File: config.mk
export PLATFORM = sky130hd
export DESIGN_NAME = client_activity_lru_table
export DESIGN_NICKNAME = d
export VERILOG_FILES = /design/src/hdl/cal_pkg.sv /design/src/hdl/cal_front.sv /design/src/hdl/cal_back.sv /design/src/hdl/client_activity_lru_table.sv
export VERILOG_INCLUDE_DIRS = /design/src /design/src/hdl
export SDC_FILE = /design/constraint.sdc
export NUM_CORES = 2
export LEC_CHECK = 0
export BUFFER_PORTS_ARGS = -buffer_cell sky130_fd_sc_hd__buf_2
export CAP_MARGIN = 15
export CELL_PAD_IN_SITES_DETAIL_PLACEMENT = 0
export CELL_PAD_IN_SITES_GLOBAL_PLACEMENT = 2
export CORE_MARGIN = 8
export CORE_UTILIZATION = 50
export CTS_BUF_LIST = sky130_fd_sc_hd__clkbuf_8
export DETAILED_ROUTE_END_ITERATION = 16
export GPL_TIMING_DRIVEN = 0
export PLACE_DENSITY_LB_ADDON = 0.1
export SYNTH_ARGS = -nofsm -noshare
export SYNTH_HDL_FRONTEND = slang
export SYNTH_SLANG_ARGS = --single-unit
File: constraint.sdc
create_clock -name clk -period 16.6 [get_ports clk]
set_clock_uncertainty 0.1 [all_clocks]
set_input_delay 0.83 -clock clk [delete_from_list [all_inputs] [get_ports clk]]
set_output_delay 0.83 -clock clk [all_outputs]
set_load 0.02 [all_outputs]
File: src/hdl/client_activity_lru_table_macros.svh
// Assertion macros for the client activity table.
// Included by the top level; no other dependencies.
`ifndef CLIENT_ACTIVITY_LRU_TABLE_MACROS_SVH
`define CLIENT_ACTIVITY_LRU_TABLE_MACROS_SVH
// Implication checked on every rising clock edge outside reset.
`define CAL_ASSERT_IMP(label, ante, cons) \
	label: assert property (@(posedge clk) disable iff (!arst_n) (ante) |-> (cons)) \
		else $error("assertion failed");
// Next-cycle implication checked outside reset.
`define CAL_ASSERT_NXT(label, ante, cons) \
	label: assert property (@(posedge clk) disable iff (!arst_n) (ante) |=> (cons)) \
		else $error("assertion failed");
`endif

File: src/hdl/cal_pkg.sv
// Shared types and constants for the client activity table.
// No dependencies.
`timescale 1ns / 1ps
package cal_pkg;
	localparam int TableDepth = 16;
	localparam int IdxW = $clog2(TableDepth);
	localparam int CntW = $clog2(TableDepth + 1);
	localparam int MaxItems = 16;
	localparam int CapW = 5;

	typedef enum logic [1:0] {
		OP_RECORD = 2'd0,
		OP_SNAPSHOT = 2'd1,
		OP_CLEAR = 2'd2,
		OP_NONE = 2'd3
	} op_t;

	typedef struct packed {
		op_t op;
		logic [7:0] family;
		logic [63:0] ip_upper;
		logic [63:0] ip_lower;
		logic blocked;
		logic [31:0] now_s;
		logic [CapW-1:0] cap;
	} cmd_t;

	typedef struct packed {
		logic [7:0] family;
		logic [63:0] ip_upper;
		logic [63:0] ip_lower;
		logic [31:0] total;
		logic [31:0] blocked;
		logic [31:0] seen;
		logic present;
		logic last;
	} res_t;

	typedef enum logic [2:0] {
		ST_IDLE,
		ST_SCAN,
		ST_WRITE,
		ST_EMIT,
		ST_CLEAR
	} state_t;
endpackage

File: src/hdl/cal_front.sv
// Front end: accepts requests, classifies the op and queues them (two entries).
// Depends on cal_pkg.
`timescale 1ns / 1ps
module cal_front (
	input logic clk,
	input logic arst_n,
	input logic in_valid,
	output logic in_ready,
	input cal_pkg::cmd_t in_cmd,
	output logic q_valid,
	input logic q_ready,
	output cal_pkg::cmd_t q_cmd
);
	import cal_pkg::*;
	cmd_t mem_q [2];
	logic wr_q, rd_q;
	logic [1:0] cnt_q;
	logic push, pop;

	// Unknown ops are dropped here and never reach the back end.
	assign in_ready = (cnt_q != 2'd2);
	assign push = in_valid && in_ready && (in_cmd.op != OP_NONE);
	assign pop = q_valid && q_ready;
	assign q_valid = (cnt_q != 2'd0);
	assign q_cmd = mem_q[rd_q];

	always_ff @(posedge clk) begin
		if (push) mem_q[wr_q] <= in_cmd;
	end

	always_ff @(posedge clk or negedge arst_n) begin
		if (!arst_n) begin
			wr_q <= 1'b0;
			rd_q <= 1'b0;
			cnt_q <= 2'd0;
		end else begin
			if (push) wr_q <= ~wr_q;
			if (pop) rd_q <= ~rd_q;
			cnt_q <= cnt_q + {1'b0, push} - {1'b0, pop};
		end
	end
endmodule

File: src/hdl/cal_back.sv
// Back end: table, one-entry-per-cycle scan for record and unstalled snapshot.
// Depends on cal_pkg.
`timescale 1ns / 1ps
module cal_back (
	input logic clk,
	input logic arst_n,
	input logic q_valid,
	output logic q_ready,
	input cal_pkg::cmd_t q_cmd,
	output logic out_valid,
	input logic out_ready,
	output cal_pkg::res_t out_res,
	output logic busy
);
	import cal_pkg::*;
	state_t state_q, state_d;
	cmd_t cmd_q;
	logic [TableDepth-1:0] used_q;
	logic [7:0] fam_m [TableDepth];
	logic [63:0] hi_m [TableDepth];
	logic [63:0] lo_m [TableDepth];
	logic [31:0] tot_m [TableDepth];
	logic [31:0] blk_m [TableDepth];
	logic [31:0] seen_m [TableDepth];
	logic [IdxW:0] idx_q;
	logic [IdxW-1:0] ix;
	logic hit_q, free_f_q, old_f_q;
	logic [IdxW-1:0] hit_idx_q, free_idx_q, old_idx_q;
	logic [31:0] old_seen_q;
	logic [CntW-1:0] n_q;
	logic [CapW-1:0] cap;
	logic [CntW-1:0] capn;
	logic match, scan_end, emit_take;
	logic snap_empty, emit_last, emit_fire;
	logic [TableDepth-1:0] above_mask;
	logic [IdxW-1:0] pick;
	res_t emit_res;
	res_t ores_q;
	logic ovalid_q;

	assign ix = idx_q[IdxW-1:0];
	assign cap = (cmd_q.cap > CapW'(MaxItems)) ? CapW'(MaxItems) : cmd_q.cap;
	assign capn = CntW'(cap);
	assign match = used_q[ix] && fam_m[ix] == cmd_q.family &&
		hi_m[ix] == cmd_q.ip_upper && lo_m[ix] == cmd_q.ip_lower;
	assign scan_end = (idx_q == (IdxW+1)'(TableDepth - 1));
	assign pick = hit_q ? hit_idx_q : (free_f_q ? free_idx_q : old_idx_q);
	assign emit_take = !ovalid_q || out_ready;
	// A snapshot with a zero cap or an empty table emits a single marker.
	assign snap_empty = (capn == '0) || (used_q == '0);
	// Entries above the current index; none left in use means this one is the last.
	assign above_mask = ~((TableDepth'(2) << ix) - TableDepth'(1));
	assign emit_last = ((n_q + CntW'(1)) == capn) || !(|(used_q & above_mask));
	assign emit_fire = (state_q == ST_EMIT) && emit_take && (snap_empty || used_q[ix]);
	assign q_ready = (state_q == ST_IDLE);
	assign out_valid = ovalid_q;
	assign out_res = ores_q;
	assign busy = (state_q != ST_IDLE) || ovalid_q;

	always_comb begin
		emit_res = '0;
		if (snap_empty) begin
			emit_res.last = 1'b1;
		end else begin
			emit_res.family = fam_m[ix];
			emit_res.ip_upper = hi_m[ix];
			emit_res.ip_lower = lo_m[ix];
			emit_res.total = tot_m[ix];
			emit_res.blocked = blk_m[ix];
			emit_res.seen = seen_m[ix];
			emit_res.present = 1'b1;
			emit_res.last = emit_last;
		end
	end

	always_comb begin
		state_d = state_q;
		unique case (state_q)
			ST_IDLE: begin
				if (q_valid) begin
					unique case (q_cmd.op)
						OP_RECORD: state_d = ST_SCAN;
						OP_SNAPSHOT: state_d = ST_EMIT;
						default: state_d = ST_CLEAR;
					endcase
				end
			end
			ST_SCAN: if (scan_end || match) state_d = ST_WRITE;
			ST_WRITE: state_d = ST_IDLE;
			ST_EMIT: if (emit_take && (snap_empty || (used_q[ix] && emit_last)))
				state_d = ST_IDLE;
			ST_CLEAR: state_d = ST_IDLE;
			default: state_d = ST_IDLE;
		endcase
	end

	always_ff @(posedge clk or negedge arst_n) begin
		if (!arst_n) begin
			state_q <= ST_IDLE;
			used_q <= '0;
			ovalid_q <= 1'b0;
			idx_q <= '0;
			n_q <= '0;
			hit_q <= 1'b0;
			free_f_q <= 1'b0;
			old_f_q <= 1'b0;
		end else begin
			state_q <= state_d;
			if (emit_fire) ovalid_q <= 1'b1;
			else if (out_ready) ovalid_q <= 1'b0;
			unique case (state_q)
				ST_IDLE: begin
					idx_q <= '0;
					n_q <= '0;
					hit_q <= 1'b0;
					free_f_q <= 1'b0;
					old_f_q <= 1'b0;
				end
				ST_SCAN: begin
					if (match) begin
						hit_q <= 1'b1;
					end else begin
						if (!used_q[ix] && !free_f_q) free_f_q <= 1'b1;
						if (used_q[ix] && (!old_f_q || seen_m[ix] < old_seen_q))
							old_f_q <= 1'b1;
					end
					idx_q <= idx_q + 1'b1;
				end
				ST_WRITE: used_q[pick] <= 1'b1;
				ST_EMIT: begin
					if (emit_take && !snap_empty) begin
						if (used_q[ix]) n_q <= n_q + 1'b1;
						idx_q <= idx_q + 1'b1;
					end
				end
				ST_CLEAR: used_q <= '0;
				default: ;
			endcase
		end
	end

	// Payload side: command capture, the scan, the table write and the emit path.
	always_ff @(posedge clk) begin
		if (state_q == ST_IDLE && q_valid) cmd_q <= q_cmd;
		if (state_q == ST_SCAN && !match) begin
			if (!used_q[ix] && !free_f_q) free_idx_q <= ix;
			if (used_q[ix] && (!old_f_q || seen_m[ix] < old_seen_q)) begin
				old_idx_q <= ix;
				old_seen_q <= seen_m[ix];
			end
		end
		if (state_q == ST_SCAN && match) hit_idx_q <= ix;
		if (state_q == ST_WRITE) begin
			if (hit_q) begin
				tot_m[pick] <= tot_m[pick] + 32'd1;
				if (cmd_q.blocked) blk_m[pick] <= blk_m[pick] + 32'd1;
			end else begin
				fam_m[pick] <= cmd_q.family;
				hi_m[pick] <= cmd_q.ip_upper;
				lo_m[pick] <= cmd_q.ip_lower;
				tot_m[pick] <= 32'd1;
				blk_m[pick] <= {31'd0, cmd_q.blocked};
			end
			seen_m[pick] <= cmd_q.now_s;
		end
		if (emit_fire) ores_q <= emit_res;
	end
endmodule

File: src/hdl/client_activity_lru_table.sv
// Client activity table, top level: front queue plus back-end table engine.
// Record: the table is scanned one entry per cycle until a match or the last entry,
// then the chosen entry is written. A snapshot walks the entries one per cycle while
// the output is not stalled. The back end takes a new request only when idle.
// Reset: asynchronous, active low; clears the in-use bits and all control.
// Depends on cal_pkg, cal_front, cal_back and the assertion macro header.
`timescale 1ns / 1ps
`include "client_activity_lru_table_macros.svh"
module client_activity_lru_table (
	input logic clk,
	input logic arst_n,
	input logic in_valid,
	output logic in_ready,
	input logic [1:0] op,
	input logic [7:0] family,
	input logic [63:0] ip_upper,
	input logic [63:0] ip_lower,
	input logic blocked,
	input logic [31:0] now_s,
	input logic [4:0] snapshot_cap,
	output logic out_valid,
	input logic out_ready,
	output logic [7:0] out_family,
	output logic [63:0] out_ip_upper,
	output logic [63:0] out_ip_lower,
	output logic [31:0] total_queries,
	output logic [31:0] blocked_queries,
	output logic [31:0] last_seen_s,
	output logic entry_present,
	output logic last_item
);
	import cal_pkg::*;
	cmd_t in_cmd, q_cmd;
	res_t res;
	logic q_valid, q_ready, busy;

	// Pack the request fields into one command word for the queue.
	assign in_cmd.op = op_t'(op);
	assign in_cmd.family = family;
	assign in_cmd.ip_upper = ip_upper;
	assign in_cmd.ip_lower = ip_lower;
	assign in_cmd.blocked = blocked;
	assign in_cmd.now_s = now_s;
	assign in_cmd.cap = snapshot_cap;

	cal_front u_front (
		.clk(clk), .arst_n(arst_n), .in_valid(in_valid), .in_ready(in_ready),
		.in_cmd(in_cmd), .q_valid(q_valid), .q_ready(q_ready), .q_cmd(q_cmd)
	);

	// The back end owns the table and drives the registered result port.
	cal_back u_back (
		.clk(clk), .arst_n(arst_n), .q_valid(q_valid), .q_ready(q_ready),
		.q_cmd(q_cmd), .out_valid(out_valid), .out_ready(out_ready),
		.out_res(res), .busy(busy)
	);

	assign out_family = res.family;
	assign out_ip_upper = res.ip_upper;
	assign out_ip_lower = res.ip_lower;
	assign total_queries = res.total;
	assign blocked_queries = res.blocked;
	assign last_seen_s = res.seen;
	assign entry_present = res.present;
	assign last_item = res.last;

	// An empty-snapshot result must also be the last one.
	`CAL_ASSERT_IMP(a_empty_last, out_valid && !entry_present, last_item)
	// A result is only shown while the back end is busy with it.
	`CAL_ASSERT_IMP(a_out_busy, out_valid, busy)
	// A request taken from the queue is always followed by the back end going busy.
	`CAL_ASSERT_NXT(a_take_busy, q_valid && q_ready, busy)
endmodule
==> flow_metrics.env <==
export IMPL_outcome="finished, final reports clean"
export IMPL_seqPwrFrac_pct=43.0
export IMPL_setup_viol=0
export IMPL_critPathMostFrequentCell="buf_2"
export IMPL_ys_flop_type="edfxtp_1"
export IMPL_synthTopCellsByCount="edfxtp_1, mux4_2, mux2i_1"
export IMPL_path_depth=22
export IMPL_layout_min_cycle_time_ps=10590
export IMPL_synth_area_per_cell_sq_um=19.52
export IMPL_n_fill_cell=27580
export IMPL_cp_slowest_stage_delay_ps=960
export IMPL_num_rows=223
export IMPL_p_int_uw=24340
export IMPL_clk_pin_slew_ps=60
export IMPL_layout_drive_gt1_share_pct=28.24
export IMPL_routed_wl_mm=696.4
export IMPL_worstHoldStart="ip_upper[50]"
export IMPL_cp_data_required_time_ps=17390
export IMPL_grt_setup_unrepaired="false"
export IMPL_synthMuxAreaShare_pct=16.30
export IMPL_dieArea_sq_um=389200
export IMPL_synth_most_common_cell="edfxtp_1"
export IMPL_max_freq_mhz=94.47
export IMPL_finalMaxSlewViolations=0
export IMPL_clock_root_buffer="clkbuf_8"
export IMPL_ioPinCount=416
export IMPL_cts_tree="done"
export IMPL_area_growth_pct=16.34
export IMPL_p_sw_uw=15050
export IMPL_grt_ovfl_total=0
export IMPL_ys_seq_area_share_pct=73.90
export IMPL_drc=0
export IMPL_tightest_slew_ps=1437
export IMPL_critPathMaxFanout=32
export IMPL_h_tree_depth=6
export IMPL_grt_antenna_before_repair=50
export IMPL_place_hpwl_mm=479.3
export IMPL_drtPass1Iterations=6
export IMPL_min_delay_path_depth=2
export IMPL_vdd_drop_max_mv=0.1338
export IMPL_end_kind="register"
export IMPL_yosys_area_top_type="edfxtp_1"
export IMPL_grt_start_max_net_pins=63
export IMPL_slew_headroom_pct=4.212
export IMPL_synthArstFlopShare_pct=0.8127
export IMPL_path_cells="buf_2 > buf_1 > buf_2 > buf_2 > buf_2 > clkbuf_1 > buf_8 > clkbuf_1 > clkbuf_1 > mux4_2 > a22oi_1 > nand2_1 > ha_1 > nand2_1 > a31oi_1 > a211o_1 > a21oi_1 > o21ai_0 > nor3b_1 > o21ai_0 > and4_2 > buf_12"
export IMPL_hold_violations=0
export IMPL_synth_compound_area_share_pct=3.753
export IMPL_cts_sinks=4553
export IMPL_finalInstanceArea_sq_um=214900
export IMPL_ys_seq_elements=4553
export IMPL_grt_pass1_vias=108400
export IMPL_cts_path_max_buffers=4
export IMPL_synth_top_family_by_area="multiplexers"
export IMPL_gp_congestion=0.9094
export IMPL_p_comb_share_pct=34.1
export IMPL_insertion_delay_ps=1260
export IMPL_nets=11360
export IMPL_path_class="reg -> reg"
export IMPL_cts_setup_buffers=0
export IMPL_cp_data_arrival_time_ps=11380
export IMPL_hold_class="in -> reg"
export IMPL_critical_path_top_delay_family="buffers and inverters"
export IMPL_die_w_microns=623.9
export IMPL_dr_total_vias=110000
export IMPL_synth_enable_flop_cells=4516
export IMPL_via_per_inst=6.638
export IMPL_fp_dieH_microns=623.9
export IMPL_yosys_warnings=0
export IMPL_syn_inst=9466
export IMPL_post_cts_resized=0
export IMPL_timing_hold_ws_ps=189.3
export IMPL_p_per_area_nw_per_um2=183.3
export IMPL_fin_cells=16570
export IMPL_grt_first_pass_wirelength_mm=928.3
export IMPL_synth_top_area_share_pct=73.40
export IMPL_yosys_area_share_simple_pct=3.474
export IMPL_p_leak_uw=0.07168
export IMPL_drt_iter0_markers=16690
export IMPL_multiInputGateArea_sq_um=45440
export IMPL_r2r_cells=22
export IMPL_grt_total_usage_pct=35.03
export IMPL_startpoint_type="register"
export IMPL_placed_cells=15040
export IMPL_io_buffer_count=415
export IMPL_placed_area_sq_um=199800
export IMPL_reg2reg_from="u_back.idx_q[1]"
export IMPL_wl_per_cell_microns=42.02
export IMPL_drv_cap=0
export IMPL_final_seq_area_sq_um=136500
export IMPL_synth_fp_nets=9690
export IMPL_start_util_pct=50.16
export IMPL_power_share_switching_pct=38.20
export IMPL_synthTopCellsByArea="edfxtp_1, mux4_2, mux2i_1"
export IMPL_synthAdderAreaFrac_pct=0.2980
export IMPL_holdBufCountCts=179
export IMPL_min_period_over_period_pct=63.77
export IMPL_core_sq_um=368300
export IMPL_finalSetupTns_ps=0
export IMPL_ant_nets=0
export IMPL_fin_util_pct=58.36
export IMPL_synthXorXnorAreaFrac_pct=0.5973
export IMPL_startpoint="u_back.idx_q[1]"
export IMPL_numCtsBuffers=742
export IMPL_crit_path_top_delay_cell="buf_1"
export IMPL_clockPowerShare_pct=22.8
export IMPL_ys_types=92
export IMPL_syn_cell_area_sq_um=184800
export IMPL_crit_buf_inv=10
==> cell usage in the layout (no fill, tap or decap), types with 80 or more instances in the layout <==
| cell type | count |
|---|---|
| inv_1 | 300 |
| buf_2 | 585 |
| buf_4 | 80 |
| a221oi_1 | 149 |
| o21ai_0 | 112 |
| clkbuf_8 | 757 |
| a21oi_1 | 136 |
| mux2_2 | 274 |
| clkbuf_1 | 168 |
| nand2_1 | 536 |
| a22oi_1 | 116 |
| buf_12 | 196 |
| edfxtp_1 | 4516 |
| mux2i_1 | 566 |
| clkinv_1 | 197 |
| nor2_1 | 217 |
| mux4_2 | 946 |
| nor2b_1 | 114 |
| dlygate4sd3_1 | 179 |
| nand3_1 | 176 |
| clkinv_2 | 85 |
==> worst paths after layout <==
kind,endpoint,slack [ps]
max,u_back.old_seen_q[18],6010
min,u_front.mem_q[0][152],190
max reg2reg,u_back.old_seen_q[18],6010
min reg2reg,u_back.cmd_q[137],430
max in group asynchronous,u_back.used_q[9],15530
min in group asynchronous,u_back.out_valid,210
==> final cells by class <==
cell class / count / share of cell area, %
Antenna cell: 24 / 0.02794
Buffer: 536 / 1.291
Clock buffer: 757 / 4.847
Clock inverter: 560 / 1.291
Inverter: 115 / 0.2043
Multi-Input combinational cell: 4262 / 21.14
Sequential cell: 4553 / 63.52
Tap cell: 4837 / 2.816
Timing Repair Buffer: 929 / 4.861
==> sequential cells by signal (all words and copies together) (netlist names), 5 cells and up <==
name	flops
u_back.fam_m	128
u_back.old_seen_q	32
u_back.hi_m	1024
u_back.idx_q	5
u_back.seen_m	512
u_front.mem_q	352
u_back.used_q	16
u_back.blk_m	512
u_back.tot_m	512
u_back.lo_m	1024
u_back.out_res	234
u_back.cmd_q	174
u_back.n_q	5
==> per-stage QoR <==
stage,setup slack (ps),total power (uW)
2_1_floorplan,3599,23330
3_3_place_gp,-6705,29860
3_5_place_dp,6088,30320
4_1_cts,6071,39230
5_1_grt,5939,40250
6_report,6014,39390
==> power by group through the flow <==
stage / Clock, uW / Sequential [uW] / Combinational, uW
2_1_floorplan: 0 / 16800 / 6490
4_1_cts: 9050 / 16900 / 13300
6_report: 8990 / 16900 / 13400
3_5_place_dp: 0 / 17100 / 13200
5_1_grt: 9510 / 17000 / 13700
3_3_place_gp: 0 / 17400 / 12500
==> metal layers <==
metal  vias to the layer above  wire [microns]  GRT usage (%)
li1                      42600               -              -
met1                     57990          250800          45.28
met2                      7705          318900          54.34
met3                      1708           71380          7.222
met4                        16           55170          22.74
met5                         -             112              0
==> kinds of logic (layout without fill, tap and decap cells) <==
kind of cell    after synthesis  in the layout
other cells                   0             24
mux                        1791           1791
flops                      4553           4553
fa+ha+maj                    44             44
xor+xnor                    126            126
compound gates              944            944
simple gates               1357           1357
buf+inv                     651           2897
(Power assumes the default switching activity.)
